==> config.mk <==
export PLATFORM = sky130hd
export DESIGN_NAME = line_follower_motor_controller_flat
export DESIGN_NICKNAME = d
export VERILOG_FILES = /design/src/rtl/lfmc_pkg.sv /design/src/rtl/lfmc_if.sv /design/src/rtl/lfmc_seq.sv /design/src/rtl/lfmc_dp.sv /design/src/rtl/line_follower_motor_controller.sv /design/src/flat_wrapper.sv
export SDC_FILE = /design/constraint.sdc
export NUM_CORES = 1
export LEC_CHECK = 0
export CAP_MARGIN = 20
export CORE_MARGIN = 5
export CORE_UTILIZATION = 60
export CTS_BUF_LIST = sky130_fd_sc_hd__clkbuf_8
export DETAILED_ROUTE_END_ITERATION = 10
export DONT_BUFFER_PORTS = 1
export PLACE_DENSITY = 0.76
export SYNTH_ARGS = -nofsm -noshare
export SYNTH_HDL_FRONTEND = slang
export SYNTH_SLANG_ARGS = --single-unit
==> constraint.sdc <==
create_clock -name clk_i -period 8 [get_ports clk_i]
set_input_delay 0.4 -clock clk_i [delete_from_list [all_inputs] [get_ports clk_i]]
set_output_delay 0.4 -clock clk_i [all_outputs]
set_load 0.03 [all_outputs]
==> src/rtl/lfmc_pkg.sv <==
// Shared types, constants and microcode program of the line follower motor controller.
package lfmc_pkg;

  // Datapath widths
  localparam int DIV_W      = 12;  // accumulator and serial divider dividend / quotient width
  localparam int LVL_W      = 8;   // sensor level width
  localparam int DUTY_W     = 4;   // PWM duty and counter width
  localparam int PC_W       = 4;   // microcode step counter width
  localparam int CFG_IDX_W  = 3;
  localparam int CFG_DATA_W = 8;

  typedef enum logic [1:0] {
    CMD_RUN        = 2'd0,
    CMD_LEFT_SPIN  = 2'd1,
    CMD_RIGHT_SPIN = 2'd2,
    CMD_BRAKE      = 2'd3
  } motor_cmd_e;

  typedef enum logic [CFG_IDX_W-1:0] {
    CFG_SPIN_DIR        = 3'd0,
    CFG_MAX_SPEED       = 3'd1,
    CFG_BLACK_THR       = 3'd2,
    CFG_PWM_PERIOD      = 3'd3,
    CFG_LEFT_SPIN_DUTY  = 3'd4,
    CFG_RIGHT_SPIN_DUTY = 3'd5
  } cfg_idx_e;

  typedef struct packed {
    logic              spin_dir;
    logic [DUTY_W-1:0] max_speed;
    logic [LVL_W-1:0]  black_thr;
    logic [DUTY_W-1:0] pwm_period;
    logic [DUTY_W-1:0] left_spin_duty;
    logic [DUTY_W-1:0] right_spin_duty;
  } cfg_t;

  // Register values after reset
  localparam logic              RST_SPIN_DIR        = 1'b0;
  localparam logic [DUTY_W-1:0] RST_MAX_SPEED       = 4'd8;
  localparam logic [LVL_W-1:0]  RST_BLACK_THR       = 8'd150;
  localparam logic [DUTY_W-1:0] RST_PWM_PERIOD      = 4'd10;
  localparam logic [DUTY_W-1:0] RST_LEFT_SPIN_DUTY  = 4'd5;
  localparam logic [DUTY_W-1:0] RST_RIGHT_SPIN_DUTY = 4'd6;

  // Datapath operations, one per microcode step
  typedef enum logic [3:0] {
    U_IDLE,
    U_PWM,
    U_AVG_CLR,
    U_RD,
    U_ACC,
    U_DIV_STEP,
    U_AVG_L,
    U_AVG_R,
    U_DECIDE,
    U_DUTY,
    U_FINISH,
    U_SAMPLE
  } uop_e;

  // Sequencing conditions
  typedef enum logic [2:0] {
    C_NEXT,
    C_GOTO,
    C_IF_SAMPLE,
    C_IF_NOT_CTL,
    C_IF_MORE,
    C_IF_DIV_BUSY,
    C_IF_NO_DIV,
    C_WAIT_OUT
  } cond_e;

  typedef logic [PC_W-1:0] upc_t;

  typedef struct packed {
    uop_e  uop;
    cond_e cond;
    upc_t  target;
  } uword_t;

  typedef struct packed {
    logic ctl_due;   // this tick runs the control step
    logic k_more;    // more ring entries to add
    logic div_busy;  // divider has bits left after this step
    logic no_div;    // both black, or both levels zero
  } dp_status_t;

  typedef struct packed {
    motor_cmd_e       cmd;
    logic             left_drive;
    logic             right_drive;
    logic             sample_request;
    logic [LVL_W-1:0] left_level;
    logic [LVL_W-1:0] right_level;
  } result_t;

  // Program addresses
  localparam upc_t A_IDLE    = 4'd0;
  localparam upc_t A_PWM     = 4'd1;
  localparam upc_t A_AVG_CLR = 4'd2;
  localparam upc_t A_RD      = 4'd3;
  localparam upc_t A_ACC     = 4'd4;
  localparam upc_t A_AVG_L   = 4'd5;
  localparam upc_t A_AVG_R   = 4'd6;
  localparam upc_t A_DECIDE  = 4'd7;
  localparam upc_t A_DIV_D   = 4'd8;
  localparam upc_t A_DUTY    = 4'd9;
  localparam upc_t A_FINISH  = 4'd10;
  localparam upc_t A_SAMPLE  = 4'd11;

  // Control store
  function automatic uword_t ucode_rom(upc_t pc);
    uword_t w;
    w = '{uop: U_IDLE, cond: C_IF_SAMPLE, target: A_SAMPLE};
    unique case (pc)
      A_IDLE:    w = '{uop: U_IDLE,     cond: C_IF_SAMPLE,   target: A_SAMPLE};
      A_PWM:     w = '{uop: U_PWM,      cond: C_IF_NOT_CTL,  target: A_FINISH};
      A_AVG_CLR: w = '{uop: U_AVG_CLR,  cond: C_NEXT,        target: A_IDLE};
      A_RD:      w = '{uop: U_RD,       cond: C_NEXT,        target: A_IDLE};
      A_ACC:     w = '{uop: U_ACC,      cond: C_IF_MORE,     target: A_RD};
      A_AVG_L:   w = '{uop: U_AVG_L,    cond: C_NEXT,        target: A_IDLE};
      A_AVG_R:   w = '{uop: U_AVG_R,    cond: C_NEXT,        target: A_IDLE};
      A_DECIDE:  w = '{uop: U_DECIDE,   cond: C_IF_NO_DIV,   target: A_FINISH};
      A_DIV_D:   w = '{uop: U_DIV_STEP, cond: C_IF_DIV_BUSY, target: A_DIV_D};
      A_DUTY:    w = '{uop: U_DUTY,     cond: C_NEXT,        target: A_IDLE};
      A_FINISH:  w = '{uop: U_FINISH,   cond: C_WAIT_OUT,    target: A_IDLE};
      A_SAMPLE:  w = '{uop: U_SAMPLE,   cond: C_GOTO,        target: A_FINISH};
      default:   w = '{uop: U_IDLE,     cond: C_IF_SAMPLE,   target: A_SAMPLE};
    endcase
    return w;
  endfunction

endpackage

==> src/rtl/lfmc_if.sv <==
// Valid/ready channel interfaces for sensor/tick items and motor results.
interface lfmc_in_if;
  logic       valid;
  logic       ready;
  logic       operation;
  logic [7:0] left_sample;
  logic [7:0] right_sample;

  modport source (output valid, operation, left_sample, right_sample, input ready);
  modport sink   (input valid, operation, left_sample, right_sample, output ready);
endinterface

interface lfmc_out_if;
  logic       valid;
  logic       ready;
  logic [1:0] motor_command;
  logic       left_drive;
  logic       right_drive;
  logic       sample_request;
  logic [7:0] left_level;
  logic [7:0] right_level;

  modport source (output valid, motor_command, left_drive, right_drive, sample_request,
                  left_level, right_level, input ready);
  modport sink   (input valid, motor_command, left_drive, right_drive, sample_request,
                  left_level, right_level, output ready);
endinterface

==> src/rtl/lfmc_seq.sv <==
// Microcode sequencer: step counter, control store lookup and conditional jumps.
module lfmc_seq (
  input  logic                clk_i,
  input  logic                rst_ni,
  input  lfmc_pkg::dp_status_t status_i,
  input  logic                in_accept_i,
  input  logic                in_sample_i,
  input  logic                out_free_i,
  output lfmc_pkg::uword_t    word_o
);
  import lfmc_pkg::*;

  upc_t   pc_q, pc_d;
  uword_t word;
  upc_t   pc_inc;

  assign word   = ucode_rom(pc_q);
  assign word_o = word;
  assign pc_inc = pc_q + upc_t'(1);

  // next step selection
  always_comb begin
    pc_d = pc_inc;
    unique case (word.cond)
      C_NEXT:        pc_d = pc_inc;
      C_GOTO:        pc_d = word.target;
      C_IF_SAMPLE:   pc_d = !in_accept_i ? pc_q : (in_sample_i ? word.target : pc_inc);
      C_IF_NOT_CTL:  pc_d = status_i.ctl_due ? pc_inc : word.target;
      C_IF_MORE:     pc_d = status_i.k_more ? word.target : pc_inc;
      C_IF_DIV_BUSY: pc_d = status_i.div_busy ? word.target : pc_inc;
      C_IF_NO_DIV:   pc_d = status_i.no_div ? word.target : pc_inc;
      C_WAIT_OUT:    pc_d = out_free_i ? word.target : pc_q;
      default:       pc_d = A_IDLE;
    endcase
  end

  always_ff @(posedge clk_i or negedge rst_ni) begin
    if (!rst_ni) begin
      pc_q <= A_IDLE;
    end else begin
      pc_q <= pc_d;
    end
  end

endmodule

==> src/rtl/lfmc_dp.sv <==
// Datapath: sample rings, PWM and tick counters, accumulators, serial divider, duty logic.
module lfmc_dp #(
  parameter int RING_DEPTH      = 8,
  parameter int AVERAGE_COUNT   = 3,
  parameter int SAMPLE_DIVIDER  = 5,
  parameter int CONTROL_DIVIDER = 10
) (
  input  logic                 clk_i,
  input  logic                 rst_ni,
  input  lfmc_pkg::uop_e       uop_i,
  input  lfmc_pkg::cfg_t       cfg_i,
  input  logic                 in_accept_i,
  input  logic [7:0]           in_left_i,
  input  logic [7:0]           in_right_i,
  output lfmc_pkg::dp_status_t status_o,
  output lfmc_pkg::result_t    result_o
);
  import lfmc_pkg::*;

  localparam int PW  = $clog2(RING_DEPTH);
  localparam int KW  = $clog2(AVERAGE_COUNT + 1);
  localparam int SW  = $clog2(SAMPLE_DIVIDER + 1);
  localparam int CW  = $clog2(CONTROL_DIVIDER + 1);
  localparam int DCW = $clog2(DIV_W);
  localparam int MW  = 2 * LVL_W;

  // Mean by reciprocal: floor(x / n) = (x * ceil(2^s / n)) >> s, s = DIV_W + clog2(n)
  localparam int             AVG_SH    = DIV_W + $clog2(AVERAGE_COUNT);
  localparam int             AVG_PW    = 2 * DIV_W + 1;
  localparam logic [DIV_W:0] AVG_RECIP =
      (DIV_W + 1)'(((1 << AVG_SH) + AVERAGE_COUNT - 1) / AVERAGE_COUNT);

  // Ring memory, both sides in one word: {left, right}
  logic [MW-1:0]         mem [RING_DEPTH];
  logic [RING_DEPTH-1:0] valid_q;
  logic [MW-1:0]         rd_q;
  logic [PW-1:0]         ptr_q, ptr_inc, rp_q;
  logic [KW-1:0]         k_q;

  // Latched input samples
  logic [LVL_W-1:0] smp_l_q, smp_r_q;

  // Counters and control state
  logic [DUTY_W-1:0] pwm_q, pwm_inc;
  logic [SW-1:0]     scnt_q, scnt_inc;
  logic [CW-1:0]     ccnt_q, ccnt_inc;
  logic              s_wrap, c_wrap;
  logic              spin_q, lgt_q, req_q;
  logic [DUTY_W-1:0] lduty_q, rduty_q;
  logic [LVL_W-1:0]  lavg_q, ravg_q;
  motor_cmd_e        cmd_q;
  logic              ldrv_q, rdrv_q;

  // Accumulators, means and divider
  logic [DIV_W-1:0]  acc_l_q, acc_r_q;
  logic [AVG_PW-1:0] prod_l, prod_r;
  logic [LVL_W-1:0]  avg_l, avg_r;
  logic [DIV_W-1:0]  dvd_q;
  logic [LVL_W-1:0]  dvs_q, rem_q, rem_d;
  logic [DCW-1:0]    dcnt_q;
  logic [LVL_W:0]    trial, diff;
  logic              ge;

  // Decision terms
  logic             black, l_gt, both_zero;
  logic [LVL_W-1:0] big, small_lvl, mid;
  logic [DIV_W-1:0] prod;

  assign ptr_inc  = (ptr_q == PW'(RING_DEPTH - 1)) ? '0 : ptr_q + PW'(1);
  assign pwm_inc  = pwm_q + DUTY_W'(1);
  assign scnt_inc = scnt_q + SW'(1);
  assign ccnt_inc = ccnt_q + CW'(1);
  assign s_wrap   = scnt_inc >= SW'(SAMPLE_DIVIDER);
  assign c_wrap   = ccnt_inc >= CW'(CONTROL_DIVIDER);

  // floor means of the accumulated samples
  assign prod_l = AVG_PW'(acc_l_q) * AVG_PW'(AVG_RECIP);
  assign prod_r = AVG_PW'(acc_r_q) * AVG_PW'(AVG_RECIP);
  assign avg_l  = prod_l[AVG_SH +: LVL_W];
  assign avg_r  = prod_r[AVG_SH +: LVL_W];

  // restoring divider, one quotient bit per step
  assign trial = {rem_q, dvd_q[DIV_W-1]};
  assign ge    = trial >= {1'b0, dvs_q};
  assign diff  = trial - {1'b0, dvs_q};
  assign rem_d = ge ? diff[LVL_W-1:0] : trial[LVL_W-1:0];

  // control decision on the averaged levels
  assign black     = (lavg_q >= cfg_i.black_thr) && (ravg_q >= cfg_i.black_thr);
  assign l_gt      = lavg_q > ravg_q;
  assign both_zero = !l_gt && (ravg_q == '0);
  assign big       = l_gt ? lavg_q : ravg_q;
  assign small_lvl = l_gt ? ravg_q : lavg_q;
  assign mid       = small_lvl + ((big - small_lvl) >> 1);
  assign prod      = DIV_W'(mid) * DIV_W'(cfg_i.max_speed);

  assign status_o.ctl_due  = c_wrap;
  assign status_o.k_more   = k_q != KW'(AVERAGE_COUNT);
  assign status_o.div_busy = dcnt_q != DCW'(DIV_W - 1);
  assign status_o.no_div   = black || both_zero;

  assign result_o.cmd            = cmd_q;
  assign result_o.left_drive     = ldrv_q;
  assign result_o.right_drive    = rdrv_q;
  assign result_o.sample_request = req_q;
  assign result_o.left_level     = lavg_q;
  assign result_o.right_level    = ravg_q;

  // ring write
  always_ff @(posedge clk_i) begin
    if (uop_i == U_SAMPLE) begin
      mem[ptr_inc] <= {smp_l_q, smp_r_q};
    end
  end

  // ring read, unwritten entries read as zero
  always_ff @(posedge clk_i) begin
    if (uop_i == U_RD) begin
      rd_q <= valid_q[rp_q] ? mem[rp_q] : '0;
    end
  end

  // input latch, accumulators and divider
  always_ff @(posedge clk_i) begin
    if (in_accept_i) begin
      smp_l_q <= in_left_i;
      smp_r_q <= in_right_i;
    end
    unique case (uop_i)
      U_AVG_CLR: begin
        acc_l_q <= '0;
        acc_r_q <= '0;
      end
      U_ACC: begin
        acc_l_q <= acc_l_q + DIV_W'(rd_q[MW-1:LVL_W]);
        acc_r_q <= acc_r_q + DIV_W'(rd_q[LVL_W-1:0]);
      end
      U_DECIDE: begin
        dvd_q  <= prod;
        dvs_q  <= big;
        rem_q  <= '0;
        dcnt_q <= '0;
      end
      U_DIV_STEP: begin
        dvd_q  <= {dvd_q[DIV_W-2:0], ge};
        rem_q  <= rem_d;
        dcnt_q <= dcnt_q + DCW'(1);
      end
      default: begin
      end
    endcase
  end

  // controller state
  always_ff @(posedge clk_i or negedge rst_ni) begin
    if (!rst_ni) begin
      valid_q <= '0;
      ptr_q   <= '0;
      rp_q    <= '0;
      k_q     <= '0;
      pwm_q   <= '0;
      scnt_q  <= '0;
      ccnt_q  <= '0;
      spin_q  <= 1'b0;
      lgt_q   <= 1'b0;
      req_q   <= 1'b0;
      lduty_q <= '0;
      rduty_q <= '0;
      lavg_q  <= '0;
      ravg_q  <= '0;
      cmd_q   <= CMD_RUN;
      ldrv_q  <= 1'b0;
      rdrv_q  <= 1'b0;
    end else begin
      unique case (uop_i)
        U_SAMPLE: begin
          ptr_q            <= ptr_inc;
          valid_q[ptr_inc] <= 1'b1;
          req_q            <= 1'b0;
        end
        U_PWM: begin
          if (spin_q) begin
            if (!cfg_i.spin_dir) begin
              cmd_q <= (pwm_inc <= cfg_i.left_spin_duty) ? CMD_LEFT_SPIN : CMD_BRAKE;
            end else begin
              cmd_q <= (pwm_inc <= cfg_i.right_spin_duty) ? CMD_RIGHT_SPIN : CMD_BRAKE;
            end
            ldrv_q <= 1'b0;
            rdrv_q <= 1'b0;
          end else begin
            cmd_q  <= CMD_RUN;
            ldrv_q <= pwm_inc <= lduty_q;
            rdrv_q <= pwm_inc <= rduty_q;
          end
          pwm_q  <= (pwm_inc >= cfg_i.pwm_period) ? '0 : pwm_inc;
          scnt_q <= s_wrap ? '0 : scnt_inc;
          req_q  <= s_wrap;
          ccnt_q <= c_wrap ? '0 : ccnt_inc;
        end
        U_AVG_CLR: begin
          rp_q <= ptr_q;
          k_q  <= '0;
        end
        U_RD: begin
          rp_q <= (rp_q == '0) ? PW'(RING_DEPTH - 1) : rp_q - PW'(1);
          k_q  <= k_q + KW'(1);
        end
        U_AVG_L: lavg_q <= avg_l;
        U_AVG_R: ravg_q <= avg_r;
        U_DECIDE: begin
          lgt_q <= l_gt;
          if (black) begin
            spin_q <= 1'b1;
            cmd_q  <= CMD_BRAKE;
            ldrv_q <= 1'b0;
            rdrv_q <= 1'b0;
          end else begin
            spin_q <= 1'b0;
            if (l_gt) begin
              lduty_q <= cfg_i.max_speed;
            end else if (!both_zero) begin
              rduty_q <= cfg_i.max_speed;
            end else begin
              lduty_q <= cfg_i.max_speed;
              rduty_q <= cfg_i.max_speed;
            end
          end
        end
        U_DUTY: begin
          if (lgt_q) begin
            rduty_q <= dvd_q[DUTY_W-1:0];
          end else begin
            lduty_q <= dvd_q[DUTY_W-1:0];
          end
        end
        default: begin
        end
      endcase
    end
  end

endmodule

==> src/rtl/line_follower_motor_controller.sv <==
// Line follower motor controller top level: config registers, result register, sequencer.
// A sample item or a tick without control step runs SAMPLE or PWM, then FINISH loads the result.
// A control tick (every CONTROL_DIVIDER-th) runs PWM, AVG_CLR, one RD/ACC pair per averaged sample
// (single-port ring reads), AVG_L, AVG_R, DECIDE, the 12-step serial divider that scales the dimmer
// side's duty, DUTY and FINISH; the divider and DUTY are skipped when both sides are black or both levels are zero.
// Reset (async, active low) restores register defaults, clears rings, counters and duties.
module line_follower_motor_controller #(
  parameter int RING_DEPTH      = 8,
  parameter int AVERAGE_COUNT   = 3,
  parameter int SAMPLE_DIVIDER  = 5,
  parameter int CONTROL_DIVIDER = 10
) (
  input  logic                              clk_i,
  input  logic                              rst_ni,
  input  logic                              cfg_we_i,
  input  logic [lfmc_pkg::CFG_IDX_W-1:0]    cfg_idx_i,
  input  logic [lfmc_pkg::CFG_DATA_W-1:0]   cfg_data_i,
  lfmc_in_if.sink                           in_if,
  lfmc_out_if.source                        out_if
);
  import lfmc_pkg::*;

  cfg_t       cfg_q;
  uword_t     word;
  dp_status_t status;
  result_t    res, res_q;
  logic       out_valid_q;
  logic       in_accept, out_free, finish;

  assign in_if.ready = word.uop == U_IDLE;
  assign in_accept   = in_if.valid && in_if.ready;
  assign out_free    = !out_valid_q || out_if.ready;
  assign finish      = (word.uop == U_FINISH) && out_free;

  // configuration registers
  always_ff @(posedge clk_i or negedge rst_ni) begin
    if (!rst_ni) begin
      cfg_q.spin_dir        <= RST_SPIN_DIR;
      cfg_q.max_speed       <= RST_MAX_SPEED;
      cfg_q.black_thr       <= RST_BLACK_THR;
      cfg_q.pwm_period      <= RST_PWM_PERIOD;
      cfg_q.left_spin_duty  <= RST_LEFT_SPIN_DUTY;
      cfg_q.right_spin_duty <= RST_RIGHT_SPIN_DUTY;
    end else if (cfg_we_i) begin
      unique case (cfg_idx_i)
        CFG_SPIN_DIR:        cfg_q.spin_dir        <= cfg_data_i[0];
        CFG_MAX_SPEED:       cfg_q.max_speed       <= cfg_data_i[DUTY_W-1:0];
        CFG_BLACK_THR:       cfg_q.black_thr       <= cfg_data_i[LVL_W-1:0];
        CFG_PWM_PERIOD:      cfg_q.pwm_period      <= cfg_data_i[DUTY_W-1:0];
        CFG_LEFT_SPIN_DUTY:  cfg_q.left_spin_duty  <= cfg_data_i[DUTY_W-1:0];
        CFG_RIGHT_SPIN_DUTY: cfg_q.right_spin_duty <= cfg_data_i[DUTY_W-1:0];
        default: begin
        end
      endcase
    end
  end

  lfmc_seq u_seq (
    .clk_i       (clk_i),
    .rst_ni      (rst_ni),
    .status_i    (status),
    .in_accept_i (in_accept),
    .in_sample_i (in_if.operation),
    .out_free_i  (out_free),
    .word_o      (word)
  );

  lfmc_dp #(
    .RING_DEPTH      (RING_DEPTH),
    .AVERAGE_COUNT   (AVERAGE_COUNT),
    .SAMPLE_DIVIDER  (SAMPLE_DIVIDER),
    .CONTROL_DIVIDER (CONTROL_DIVIDER)
  ) u_dp (
    .clk_i       (clk_i),
    .rst_ni      (rst_ni),
    .uop_i       (word.uop),
    .cfg_i       (cfg_q),
    .in_accept_i (in_accept),
    .in_left_i   (in_if.left_sample),
    .in_right_i  (in_if.right_sample),
    .status_o    (status),
    .result_o    (res)
  );

  // result register
  always_ff @(posedge clk_i or negedge rst_ni) begin
    if (!rst_ni) begin
      out_valid_q <= 1'b0;
    end else if (finish) begin
      out_valid_q <= 1'b1;
    end else if (out_if.ready) begin
      out_valid_q <= 1'b0;
    end
  end

  always_ff @(posedge clk_i) begin
    if (finish) begin
      res_q <= res;
    end
  end

  assign out_if.valid          = out_valid_q;
  assign out_if.motor_command  = res_q.cmd;
  assign out_if.left_drive     = res_q.left_drive;
  assign out_if.right_drive    = res_q.right_drive;
  assign out_if.sample_request = res_q.sample_request;
  assign out_if.left_level     = res_q.left_level;
  assign out_if.right_level    = res_q.right_level;

endmodule

==> src/flat_wrapper.sv <==
// flat-port wrapper written by rule: the top's interface ports become plain ports
module line_follower_motor_controller_flat import lfmc_pkg::*;
#(
  parameter int RING_DEPTH      = 8,
  parameter int AVERAGE_COUNT   = 3,
  parameter int SAMPLE_DIVIDER  = 5,
  parameter int CONTROL_DIVIDER = 10
)
  (clk_i, rst_ni, cfg_we_i, cfg_idx_i, cfg_data_i, in_if_valid, in_if_operation, in_if_left_sample, in_if_right_sample, in_if_ready, out_if_valid, out_if_motor_command, out_if_left_drive, out_if_right_drive, out_if_sample_request, out_if_left_level, out_if_right_level, out_if_ready);
  lfmc_in_if in_if_i ();
  lfmc_out_if out_if_i ();
  input  logic clk_i;
  input  logic rst_ni;
  input  logic cfg_we_i;
  input  logic [lfmc_pkg::CFG_IDX_W-1:0] cfg_idx_i;
  input  logic [lfmc_pkg::CFG_DATA_W-1:0] cfg_data_i;
  input wire logic [$bits(in_if_i.valid)-1:0] in_if_valid;
  input wire logic [$bits(in_if_i.operation)-1:0] in_if_operation;
  input wire logic [$bits(in_if_i.left_sample)-1:0] in_if_left_sample;
  input wire logic [$bits(in_if_i.right_sample)-1:0] in_if_right_sample;
  output wire logic [$bits(in_if_i.ready)-1:0] in_if_ready;
  output wire logic [$bits(out_if_i.valid)-1:0] out_if_valid;
  output wire logic [$bits(out_if_i.motor_command)-1:0] out_if_motor_command;
  output wire logic [$bits(out_if_i.left_drive)-1:0] out_if_left_drive;
  output wire logic [$bits(out_if_i.right_drive)-1:0] out_if_right_drive;
  output wire logic [$bits(out_if_i.sample_request)-1:0] out_if_sample_request;
  output wire logic [$bits(out_if_i.left_level)-1:0] out_if_left_level;
  output wire logic [$bits(out_if_i.right_level)-1:0] out_if_right_level;
  input wire logic [$bits(out_if_i.ready)-1:0] out_if_ready;
  assign in_if_i.valid = in_if_valid;
  assign in_if_i.operation = in_if_operation;
  assign in_if_i.left_sample = in_if_left_sample;
  assign in_if_i.right_sample = in_if_right_sample;
  assign in_if_ready = in_if_i.ready;
  assign out_if_valid = out_if_i.valid;
  assign out_if_motor_command = out_if_i.motor_command;
  assign out_if_left_drive = out_if_i.left_drive;
  assign out_if_right_drive = out_if_i.right_drive;
  assign out_if_sample_request = out_if_i.sample_request;
  assign out_if_left_level = out_if_i.left_level;
  assign out_if_right_level = out_if_i.right_level;
  assign out_if_i.ready = out_if_ready;
  line_follower_motor_controller #(.RING_DEPTH(RING_DEPTH), .AVERAGE_COUNT(AVERAGE_COUNT), .SAMPLE_DIVIDER(SAMPLE_DIVIDER), .CONTROL_DIVIDER(CONTROL_DIVIDER)) u_core (.clk_i(clk_i), .rst_ni(rst_ni), .cfg_we_i(cfg_we_i), .cfg_idx_i(cfg_idx_i), .cfg_data_i(cfg_data_i), .in_if(in_if_i), .out_if(out_if_i));
endmodule
==> metrics.md, run 1 <==
| Metric | Value |
|---|---|
| Startpoint Class | `register` |
| Largest stage delay on the critical path | `just under 0.6 ns` |
| HPWL Detailed | `about 31000 um` |
| Post-CTS Setup Bufs | `0` |
| Final period util | `86.1%` |
| Clock Latency Late Sink | `around 0.65 ns` |
| Clock buffer depth | `3` |
| Setup crit end kind | `register` |
| CP top delay family | `adder cells` |
| RSZ-0062 raised after global routing | `false` |
| Worst EP required | `8.40 ns` |
| DR WL/cell | `around 18 um` |
| Mean Syn Cell Area | `~12 um2` |
| Number of nets in the final layout | `2239` |
| CP max FO | `21` |
| Final ANT Viol Nets | `0` |
| CTS Buf Count | `53` |
| Final wirelength | `~43000 um` |
| Clk pin slew, worst setup/hold paths | `0.06 ns` |
| GRT overflow | `0` |
| Vias post-DR | `between 10k and 15k` |
| CTS tree | `done` |
| H-tree depth | `2` |
| Synth unique cells | `75` |
| Fmax | `145 MHz` |
| Min-Delay Path Class | `in -> reg` |
| Largest net degree at the start of global routing | `89` |
| Die width | `198 um` |
| Effective utilization at floorplan | `just over 60%` |
| PortBufs | `0` |
| 1st-pass router iterations | `5` |
| Die height | `~200 um` |
| Crit path DAT | `7.29 ns` |
| Crit Path Class | `reg -> reg` |
| Synthesis warning total | `0` |
| Post-synth EDFFs | `237` |
| Core area | `34700 um2` |
| First-pass GRT wire length | `about 70000 um` |
| # diodes | `0` |
| Synth-to-Final Area Change | `9.23%` |
| Crit path buffers/inverters | `3` |
| Antenna violations before repair | `0` |
| Row cnt | `68` |
| Clk root buf | `clkbuf_8` |
| Final Hold Fails | `0` |
| Hold-fix buffers, CTS | `27` |
| Fillers | `2603` |
| Area of the mapped netlist | `between 20000 and 25000 um2` |
| FF-to-FF setup slack | `~1.1 ns` |
| Initial drt markers | `913` |
| Clk sink count | `325` |
| Commonest non-fill, non-tap cell in the layout | `inv_1` |
| Syn Inst Count | `1793` |
| R2r startpoint | `u_core.u_dp.ravg_q[7]$_DFFE_PN0N_` |
| Top_reg_cell synth | `edfxtp_1` |
| Final min period | `6.89 ns` |
| Seq/Total Area, Yosys | `44.0%` |
| GP Congestion | `0.903` |
| Clock skew | `around 0.025 ns` |
| Worst Tran Pin Value | `around 0.98 ns` |
| Worst Hold Path EP | `u_core.cfg_q[6]$_DFFE_PN1P_` |
| Seq cells post-synth | `~330` |
| Vias in the first global route | `13.7k` |
| Headroom to the max-slew limit | `34.8%` |
| Worst hold path stage count | `3` |
| Most frequent cells in the layout | `297 x inv_1, 252 x ha_1, 237 x edfxtp_1` |
| Reg2reg path depth | `25` |
| Vias per inst | `5.77` |
| Util after Layout | `between 60% and 70%` |
| TNS Setup | `0 ns` |
| Max-Cap Viols | `0` |
| GRT Total Usage | `between 20 and 25%` |
| Final setup fails | `0` |
| Layout cells sized above 1 | `10.6%` |
| Cells resized by post-CTS repair | `0` |
| Status | `completed` |
| R2R Path End | `u_core.u_dp.dvd_q[11]$_DFFE_PP_` |
| Mapped Nets | `2172` |
| Synth async-reset ratio | `27.1%` |
| Num ports | `56` |
| Slowest-stage cell, CP | `nand3_1` |
| Die ar. | `39200 um2` |
| Hold Startpoint | `cfg_idx_i[1]` |
| DRC viols | `0` |
| Final Max Slew Viols | `0` |
-- worst max path at each step --
stage | start | to | slack (ns) | cells after the start
CTS | u_core.u_dp.ravg_q[7]$_DFFE_PN0N_ | u_core.u_dp.dvd_q[11]$_DFFE_PP_ | 1.11 | 25
global route | u_core.u_dp.ravg_q[7]$_DFFE_PN0N_ | u_core.u_dp.dvd_q[11]$_DFFE_PP_ | 0.51 | 24
finish | u_core.u_dp.ravg_q[7]$_DFFE_PN0N_ | u_core.u_dp.dvd_q[11]$_DFFE_PP_ | 1.11 | 25
detailed placement | u_core.u_dp.ravg_q[7]$_DFFE_PN0N_ | u_core.u_dp.dvd_q[11]$_DFFE_PP_ | 1.15 | 24
global placement | u_core.u_dp.ravg_q[7]$_DFFE_PN0N_ | u_core.u_dp.dvd_q[10]$_DFFE_PP_ | 1.26 | 27
floorplan | u_core.u_dp.ravg_q[5]$_DFFE_PN0N_ | u_core.u_dp.dvd_q[10]$_DFFE_PP_ | 1.85 | 30
-- worst reg2reg max path, stage by stage, from the launching register on --
cell	delay [ns]
dfrtp_1	0.42
inv_1	0.09
ha_1	0.39
and2_4	0.19
and3_1	0.20
nand2b_1	0.32
nand3_1	0.59
a2bb2oi_1	0.49
and2_1	0.20
xnor2_1	0.12
ha_1	0.28
a21oi_1	0.23
xnor2_1	0.16
and2_1	0.20
fa_1	0.48
inv_1	0.06
fa_1	0.55
inv_1	0.05
ha_1	0.33
a21oi_1	0.23
o21bai_1	0.09
a21oi_1	0.29
o21ai_0	0.14
a31oi_1	0.22
xnor2_1	0.09
mux2_2	0.26
-- Yosys cell counts, types with 4 or more instances --
cell | instances | share of area, %
and2_1 | 28 | 0.83
ha_1 | 252 | 15
o211ai_1 | 5 | 0.18
xnor2_1 | 51 | 2.1
nand2_1 | 99 | 1.8
o21bai_1 | 9 | 0.32
inv_1 | 277 | 4.9
a21o_1 | 32 | 1.1
o21a_1 | 10 | 0.35
o22ai_1 | 4 | 0.12
or3_1 | 7 | 0.21
nor3_1 | 22 | 0.52
nor2_1 | 87 | 1.5
o31ai_1 | 9 | 0.32
mux2i_1 | 25 | 1.2
nand2b_1 | 18 | 0.53
xor2_1 | 18 | 0.74
a31oi_1 | 9 | 0.27
or2_2 | 12 | 0.35
mux4_2 | 34 | 3.6
buf_2 | 6 | 0.14
dfstp_2 | 11 | 1.4
a211oi_1 | 11 | 0.39
buf_1 | 8 | 0.14
edfxtp_1 | 237 | 34
a22o_1 | 6 | 0.25
mux2_2 | 33 | 1.8
nand4_1 | 9 | 0.27
fa_1 | 94 | 8.9
a21oi_1 | 66 | 1.6
nor3b_1 | 5 | 0.18
dfrtp_1 | 77 | 9.1
clkbuf_1 | 19 | 0.34
a22oi_1 | 5 | 0.18
nor2b_1 | 20 | 0.59
nand3_1 | 20 | 0.47
o21ai_0 | 91 | 2.1
nor4_1 | 8 | 0.24
and3_1 | 7 | 0.21
-- cell type report --
| class | count | area, um2 | area share, % |
|---|---|---|---|
| multi-input cells | 1156 | 10700 | 46.3 |
| flip-flops and latches | 325 | 9340 | 40.3 |
| inverters | 277 | 1040 | 4.49 |
| clock buffers | 56 | 771 | 3.33 |
| well taps | 455 | 569 | 2.46 |
| repair buffers | 47 | 458 | 1.98 |
| clock inverters | 41 | 277 | 1.19 |
-- registers in the layout, indices dropped and copies added (netlist names), 8 cells and up --
name / cells
u_core.cfg_q: 25
u_core.out_if.left_level: 8
u_core.out_if.right_level: 8
u_core.u_dp.acc_l_q: 12
u_core.u_dp.acc_r_q: 12
u_core.u_dp.dvd_q: 12
u_core.u_dp.dvs_q: 8
u_core.u_dp.lavg_q: 8
u_core.u_dp.mem: 128
u_core.u_dp.ravg_q: 8
u_core.u_dp.rd_q: 16
u_core.u_dp.rem_q: 8
u_core.u_dp.smp_l_q: 8
u_core.u_dp.smp_r_q: 8
u_core.u_dp.valid_q: 8
-- through the flow --
| step | area, um2 | hold WS, ns | setup slack (ns) | cells |
|---|---|---|---|---|
| final | 23200 | 0.0310 | 1.11 | 2357 |
| after global routing | 23200 | 0.0125 | 0.508 | 2357 |
| after CTS | 23100 | 0.000351 | 1.11 | 2356 |
| after detailed placement | 21800 | 0.107 | 1.15 | 2232 |
| after global placement | 21800 | 0.106 | 1.26 | 2232 |
| after floorplan | 21200 | 0.104 | 1.85 | 1793 |
-- routing by layer --
layer  vias to the layer above  global-route usage (%)  part of all wire [%]
met5                         -                       0                     0
met4                         0                    6.30                   2.4
met3                        81                    3.95                   5.2
met2                       309                    37.5                    48
met1                      6759                    31.1                    44
li1                       6450                       -                     -
-- kinds of logic (layout without fill, tap and decap cells) --
family	after synthesis	count (layout)	synth area share, %
AOI/OAI and AO/OA	294	294	8.99
xor gates and xnor gates	69	69	2.85
adders and majority gates	346	346	23.7
buffers and inverters	312	421	5.63
DFF	325	325	44.0
muxes	92	92	6.54
and+or+nand+nor	355	355	8.25
Power of run 1 is left out: the tool's default activity adds up to more than one toggle a clock period on the data nets, which glitch-free logic cannot reach.
==> inputs of run 2 (changes only) <==
- RECOVER_POWER: unset -> 100
==> run 2 against run 1 <==
Compared with the run above:
- the flow now finishes with violations (capacitance limit, slew limit)
- sequential cell count unchanged
- via count down 0.25%
- core utilization down 0.49 points
- global-route usage unchanged
- sequential share of layout area up 0.30 points
- routed wire length down 0.12%
- design area down 0.73%
- register-to-register slack worse by 0.18 ns
- critical path depth up 1
- clock-buffer cell count unchanged
- non-clock buffer count unchanged
- maximum frequency down 2.5%
==> metrics.md, run 2 (synthesis gave the netlist of run 1 again) <==
| Metric | Value |
|---|---|
| GP Congestion | `0.903 (unchanged)` |
| Largest net degree at the start of global routing | `89 (unchanged)` |
| Final period util | `88.4% (+2.2 points)` |
| GRT Total Usage | `22.6% (unchanged)` |
| CP top delay family | `adder cells` |
| Clk sink count | `325 (unchanged)` |
| R2R Path End | `u_core.u_dp.dvd_q[11]$_DFFE_PP_` |
| Clock buffer depth | `3 (unchanged)` |
| R2r startpoint | `u_core.u_dp.ravg_q[7]$_DFFE_PN0N_` |
| Setup crit end kind | `register` |
| Most frequent cells in the layout | `297 x inv_1, 252 x ha_1, 237 x edfxtp_1` |
| Reg2reg path depth | `26 (+4.0%)` |
| Layout cells sized above 1 | `9.04% (-1.6 points)` |
| Fmax | `141 MHz (-2.5%)` |
| H-tree depth | `2 (unchanged)` |
| Synth-to-Final Area Change | `8.44%` |
| Most flops, register | `u_core.u_dp.mem` |
| Clk root buf | `clkbuf_8` |
| First-pass GRT wire length | `70400 um (unchanged)` |
| CP Launch Point | `u_core.u_dp.ravg_q[7]$_DFFE_PN0N_` |
| Final min period | `7.07 ns (+0.179 ns)` |
| DRC viols | `0 (unchanged)` |
| Clk pin slew, worst setup/hold paths | `0.06 ns (about the same)` |
| Die width | `198 um (unchanged)` |
| Final setup fails | `0 (unchanged)` |
| Max reg flops | `128 (unchanged)` |
| Max-Cap Viols | `4 (+4)` |
| Crit path DAT | `7.46 ns (+0.17 ns)` |
| Crit path top cell by count | `ha_1` |
| Row cnt | `68 (unchanged)` |
| Initial drt markers | `871 (-4.6%)` |
| TNS Setup | `0 ns (unchanged)` |
| DR WL/cell | `18.4 um (-0.12%)` |
| Top Registers | `u_core.u_dp.mem: 128 flops, u_core.cfg_q: 25 flops, u_core.u_dp.rd_q: 16 flops` |
| CTS Buf Count | `53 (unchanged)` |
| Worst EP required | `8.40 ns (about the same)` |
| Clock skew | `0.0243 ns (-0.000543 ns)` |
| RSZ-0062 raised after global routing | `false` |
| 1st-pass router iterations | `6 (+1)` |
| Final ANT Viol Nets | `0 (unchanged)` |
| Crit path buffers/inverters | `3 (unchanged)` |
| Vias in the first global route | `13.7k (unchanged)` |
| Startpoint Class | `register` |
| Violated checks | `capacitance limit, slew limit` |
| Headroom to the max-slew limit | `-229% (-260 points)` |
| Final Hold Fails | `0 (unchanged)` |
| Final Max Slew Viols | `145 (+145)` |
| Status | `finished, violations left` |
| CP max FO | `18 (-14%)` |
| # diodes | `0 (unchanged)` |
| Num ports | `56 (unchanged)` |
| PortBufs | `0 (unchanged)` |
| Number of nets in the final layout | `2239 (unchanged)` |
| Antenna violations before repair | `0 (unchanged)` |
| CP Capture Point | `u_core.u_dp.dvd_q[11]$_DFFE_PP_` |
| Slowest-stage cell, CP | `fa_1` |
| Min-Delay Path Class | `in -> reg` |
| Vias per inst | `5.76 (-0.25%)` |
| Commonest non-fill, non-tap cell in the layout | `inv_1` |
| Core area | `34700 um2 (unchanged)` |
| Final wirelength | `43300 um (-0.12%)` |
| Vias post-DR | `13.6k (-0.25%)` |
| Post-CTS Setup Bufs | `0 (unchanged)` |
| Worst Tran Pin Value | `4.94 ns (+3.97 ns)` |
| CTS tree | `done` |
| FF-to-FF setup slack | `0.93 ns (-0.18 ns)` |
| Crit. path cell count | `26 (+4.0%)` |
| Crit Path Class | `reg -> reg` |
| Effective utilization at floorplan | `61.1% (unchanged)` |
| Die height | `198 um (unchanged)` |
| HPWL Detailed | `31000 um (unchanged)` |
| Clock Latency Late Sink | `0.65 ns (about the same)` |
| GRT overflow | `0 (unchanged)` |
| Die ar. | `39200 um2 (unchanged)` |
| Largest stage delay on the critical path | `0.55 ns (-0.04 ns)` |
## run 2: tightest hold or removal path, stage by stage
cell and delay, ns:
nor3b_1 0.09, nand2_1 0.09, o21ai_0 0.08
## run 2: routing by layer
metal  part of all wire [%]  routed length [um]  up-vias  GRT usage [%]
met3                    5.3                2300       81           3.95
met2                     49               21000      299           37.5
met4                    2.4                1050        0           6.30
li1                       -                   -     6455              -
met5                      0                   0        -              0
met1                     44               18900     6730           31.1
## run 2: how the worst min path moves through the flow
stage                      start                           end  slack, ns  cells past startpoint
floorplan                 rst_ni   u_core.cfg_q[0]$_DFFE_PN0P_       0.10                      0
global placement          rst_ni  u_core.cfg_q[10]$_DFFE_PN0P_       0.11                      0
detailed placement        rst_ni  u_core.cfg_q[10]$_DFFE_PN0P_       0.11                      0
CTS                 cfg_idx_i[1]   u_core.cfg_q[6]$_DFFE_PN1P_     0.0004                      3
global route        cfg_idx_i[1]  u_core.cfg_q[24]$_DFFE_PN0P_       0.01                      2
finish              cfg_idx_i[1]   u_core.cfg_q[6]$_DFFE_PN1P_       0.03                      3
## run 2: final cells by class
class                   count  area [um2]
clock inverters            41         277
well taps                 455         569
inverters                 277        1040
flip-flops and latches    325        9340
multi-input cells        1156       10700
fillers                  2639       11700
repair buffers             47         350
clock buffers              56         771
## run 2: through the flow
step | instance area, um2 | hold slack [ns] | setup WS (ns) | util (%) | cells
3_5_place_dp | 21800 | 0.107 | 1.15 | 62.8 | 2232
5_1_grt | 23000 | 0.0125 | 0.344 | 66.3 | 2357
4_1_cts | 23100 | 0.000351 | 1.11 | 66.7 | 2356
6_report | 23000 | 0.0329 | 0.932 | 66.3 | 2357
3_3_place_gp | 21800 | 0.106 | 1.26 | 62.8 | 2232
2_1_floorplan | 21200 | 0.104 | 1.85 | - | 1793
## run 2: what timing repair did
| action | 4_1_cts | 5_1_grt |
|---|---|---|
| endpoints found under the hold margin | 130 | 0 |
| endpoints found under the setup margin | 0 | 0 |
| hold buffers | 27 | 0 |
| resized for setup | 0 | 0 |
Power of run 2 is left out for the same reason.
==> inputs of run 3 (changes only) <==
- CELL_PAD_IN_SITES_DETAIL_PLACEMENT: unset -> 2
- CELL_PAD_IN_SITES_GLOBAL_PLACEMENT: unset -> 2
- CORE_UTILIZATION: 60 -> 46
- PLACE_DENSITY: 0.76 -> 0.82
- REMOVE_ABC_BUFFERS: unset -> 1
==> run 3 against run 2 <==
Compared with the run above:
- highest routed layer unchanged
- the flow still finishes with violations (capacitance limit, slew limit)
- critical endpoint unchanged
- sequential share of layout area decreased by 0.45 points
- worst setup slack worse by 0.21 ns
- non-clock buffer count grew 4
==> metrics.md, run 3 (synthesis gave the netlist of run 1 again) <==
| Metric | Value |
|---|---|
| Status | `finished, violations left` |
| Violated checks | `capacitance limit, slew limit` |
| Die ar. | `50500 um2 (+29%)` |
| Final WS setup | `0.718 ns (-0.214 ns)` |
| Max reg flops | `128 (unchanged)` |
| Crit path DAT | `7.68 ns (+0.22 ns)` |
| Synth-to-Final Area Change | `9.64%` |
| Clock buffer depth | `3 (unchanged)` |
| Die width | `225 um (+13%)` |
| DRC viols | `0 (unchanged)` |
| Die height | `225 um (+13%)` |
| DR WL/cell | `28.2 um (+54%)` |
| Number of nets in the final layout | `2245 (+0.27%)` |
| Post-CTS Setup Bufs | `0 (unchanged)` |
| TNS Setup | `0 ns (unchanged)` |
| Final Max Slew Viols | `189 (+30%)` |
| Clk sink count | `325 (unchanged)` |
| Final min period | `7.28 ns (+0.214 ns)` |
| Slowest-stage cell, CP | `fa_1` |
| GRT overflow | `0 (unchanged)` |
| Core area | `45500 um2 (+31%)` |
| Final wirelength | `70900 um (+64%)` |
| H-tree depth | `2 (unchanged)` |
| Routed wl met3 | `2910 um (+26%)` |
| Clk pin slew, worst setup/hold paths | `0.06 ns (about the same)` |
| PortBufs | `0 (unchanged)` |
| Num ports | `56 (unchanged)` |
| Worst EP required | `8.40 ns (about the same)` |
| Layout cells sized above 1 | `8.68% (-0.36 points)` |
| Startpoint Class | `register` |
| GP Congestion | `0.820 (-9.2%)` |
| Final Hold Fails | `0 (unchanged)` |
| Initial drt markers | `892 (+2.4%)` |
| Max layer used | `met4` |
| Row cnt | `78 (+15%)` |
| Crit Path Class | `reg -> reg` |
| Effective utilization at floorplan | `46.6% (-14 points)` |
| RSZ-0062 raised after global routing | `false` |
| Met1 wire length | `27500 um (+45%)` |
| HPWL Detailed | `44300 um (+43%)` |
| Fmax | `137 MHz (-2.9%)` |
| Headroom to the max-slew limit | `-245% (-15 points)` |
| Worst Tran Pin Value | `5.17 ns (+0.230 ns)` |
| Clock Latency Late Sink | `0.68 ns (+0.03 ns)` |
| Min-Delay Path Class | `in -> reg` |
| Final period util | `91.0% (+2.7 points)` |
| Vias post-DR | `14.9k (+9.8%)` |
| Largest stage delay on the critical path | `0.54 ns (about the same)` |
| Vias in the first global route | `17.4k (+27%)` |
| Final ANT Viol Nets | `0 (unchanged)` |
| Most frequent cells in the layout | `303 x inv_1, 252 x ha_1, 237 x edfxtp_1` |
| Antenna violations before repair | `1 (+1)` |
| Clk root buf | `clkbuf_8` |
| CP top delay family | `compound AO/OA/AOI/OAI gates` |
| CTS Buf Count | `55 (+3.8%)` |
| First-pass GRT wire length | `108000 um (+53%)` |
| Crit path buffers/inverters | `4 (+1)` |
| Largest net degree at the start of global routing | `89 (unchanged)` |
| Util after Layout | `51.1% (-15 points)` |
| Most flops, register | `u_core.u_dp.mem` |
| Metal2 WL | `36800 um (+75%)` |
| Commonest non-fill, non-tap cell in the layout | `inv_1` |
| Vias per inst | `5.93 (+3.0%)` |
| Hold slack final | `0.0656 ns (+0.0327 ns)` |
| CTS tree | `done` |
| CP max FO | `18 (unchanged)` |
| Final setup fails | `0 (unchanged)` |
| Clock skew | `0.0346 ns (+0.0103 ns)` |
| Max-Cap Viols | `5 (+1)` |
| Setup crit end kind | `register` |
| GRT Total Usage | `27.9% (+5.3 points)` |
| Top Registers | `u_core.u_dp.mem: 128 flops, u_core.cfg_q: 25 flops, u_core.u_dp.rd_q: 16 flops` |
| Setup WS pre-CTS | `0.979 ns (-0.167 ns)` |
| 1st-pass router iterations | `5 (-1)` |
[run 3: path summary, 6_finish.rpt]
check | start | to | slack, ns | cells past startpoint
worst max register to register | u_core.u_dp.ravg_q[6]$_DFFE_PN0N_ | u_core.u_dp.dvd_q[11]$_DFFE_PP_ | 0.72 | 27
max in group asynchronous | rst_ni | u_core.u_dp.rp_q[0]$_DFFE_PN0P_ | 2.57 | 2
worst max-delay path | u_core.u_dp.ravg_q[6]$_DFFE_PN0N_ | u_core.u_dp.dvd_q[11]$_DFFE_PP_ | 0.72 | 27
min in group asynchronous | rst_ni | u_core.u_dp.scnt_q[0]$_DFFE_PN0P_ | 2.16 | 2
worst min register to register | u_core.u_dp.req_q$_DFFE_PN0P_ | u_core.out_if.sample_request$_DFFE_PP_ | 0.48 | 0
worst min-delay path | cfg_idx_i[1] | u_core.cfg_q[5]$_DFFE_PN0P_ | 0.07 | 2
[run 3: repair_timing]
item                      in CTS  in global routing
hold endpoints to repair     130                  0
hold buffers                  29                  0
resized for setup              0                  0
[run 3: final cells by class]
cell class | instances | area (um2)
tap | 600 | 751
inverter | 277 | 1040
sequential | 325 | 9330
clock buffer | 55 | 757
multi-input combinational | 1156 | 10700
antenna | 1 | 2.50
fill | 4449 | 22200
clock inverter | 48 | 334
timing repair buffer | 51 | 382
[run 3: layer usage]
| metal | vias to the layer above | GRT usage (%) |
|---|---|---|
| li1 | 6461 | - |
| met1 | 7786 | 32.7 |
| met2 | 446 | 50.5 |
| met3 | 199 | 4.19 |
| met4 | 0 | 13.1 |
| met5 | - | 0 |
[run 3: through the flow]
step	instance area, um2	instances
global route	23300	2513
global placement	22000	2377
detailed placement	22000	2377
floorplan	21100	1758
finish	23300	2513
CTS	23400	2509
[run 3: worst reg2reg max path, stage by stage (launching register included)]
cell and delay, ns:
dfrtp_1 0.49, inv_1 0.12, ha_1 0.34, and2_0 0.22, a221oi_2 0.30, nand3_1 0.34, and3_1 0.50, o22a_1 0.30
ha_1 0.19, o31ai_1 0.40, o211a_1 0.23, xnor2_1 0.12, ha_1 0.29, a21oi_1 0.22, xnor2_1 0.16, and2_1 0.20
fa_1 0.48, inv_1 0.06, fa_1 0.54, inv_1 0.05, ha_1 0.28, inv_1 0.10, o21bai_1 0.10, a21oi_1 0.30
o21ai_0 0.15, a31oi_1 0.21, xnor2_1 0.08, mux2_2 0.26
Power of run 3 is left out for the same reason.
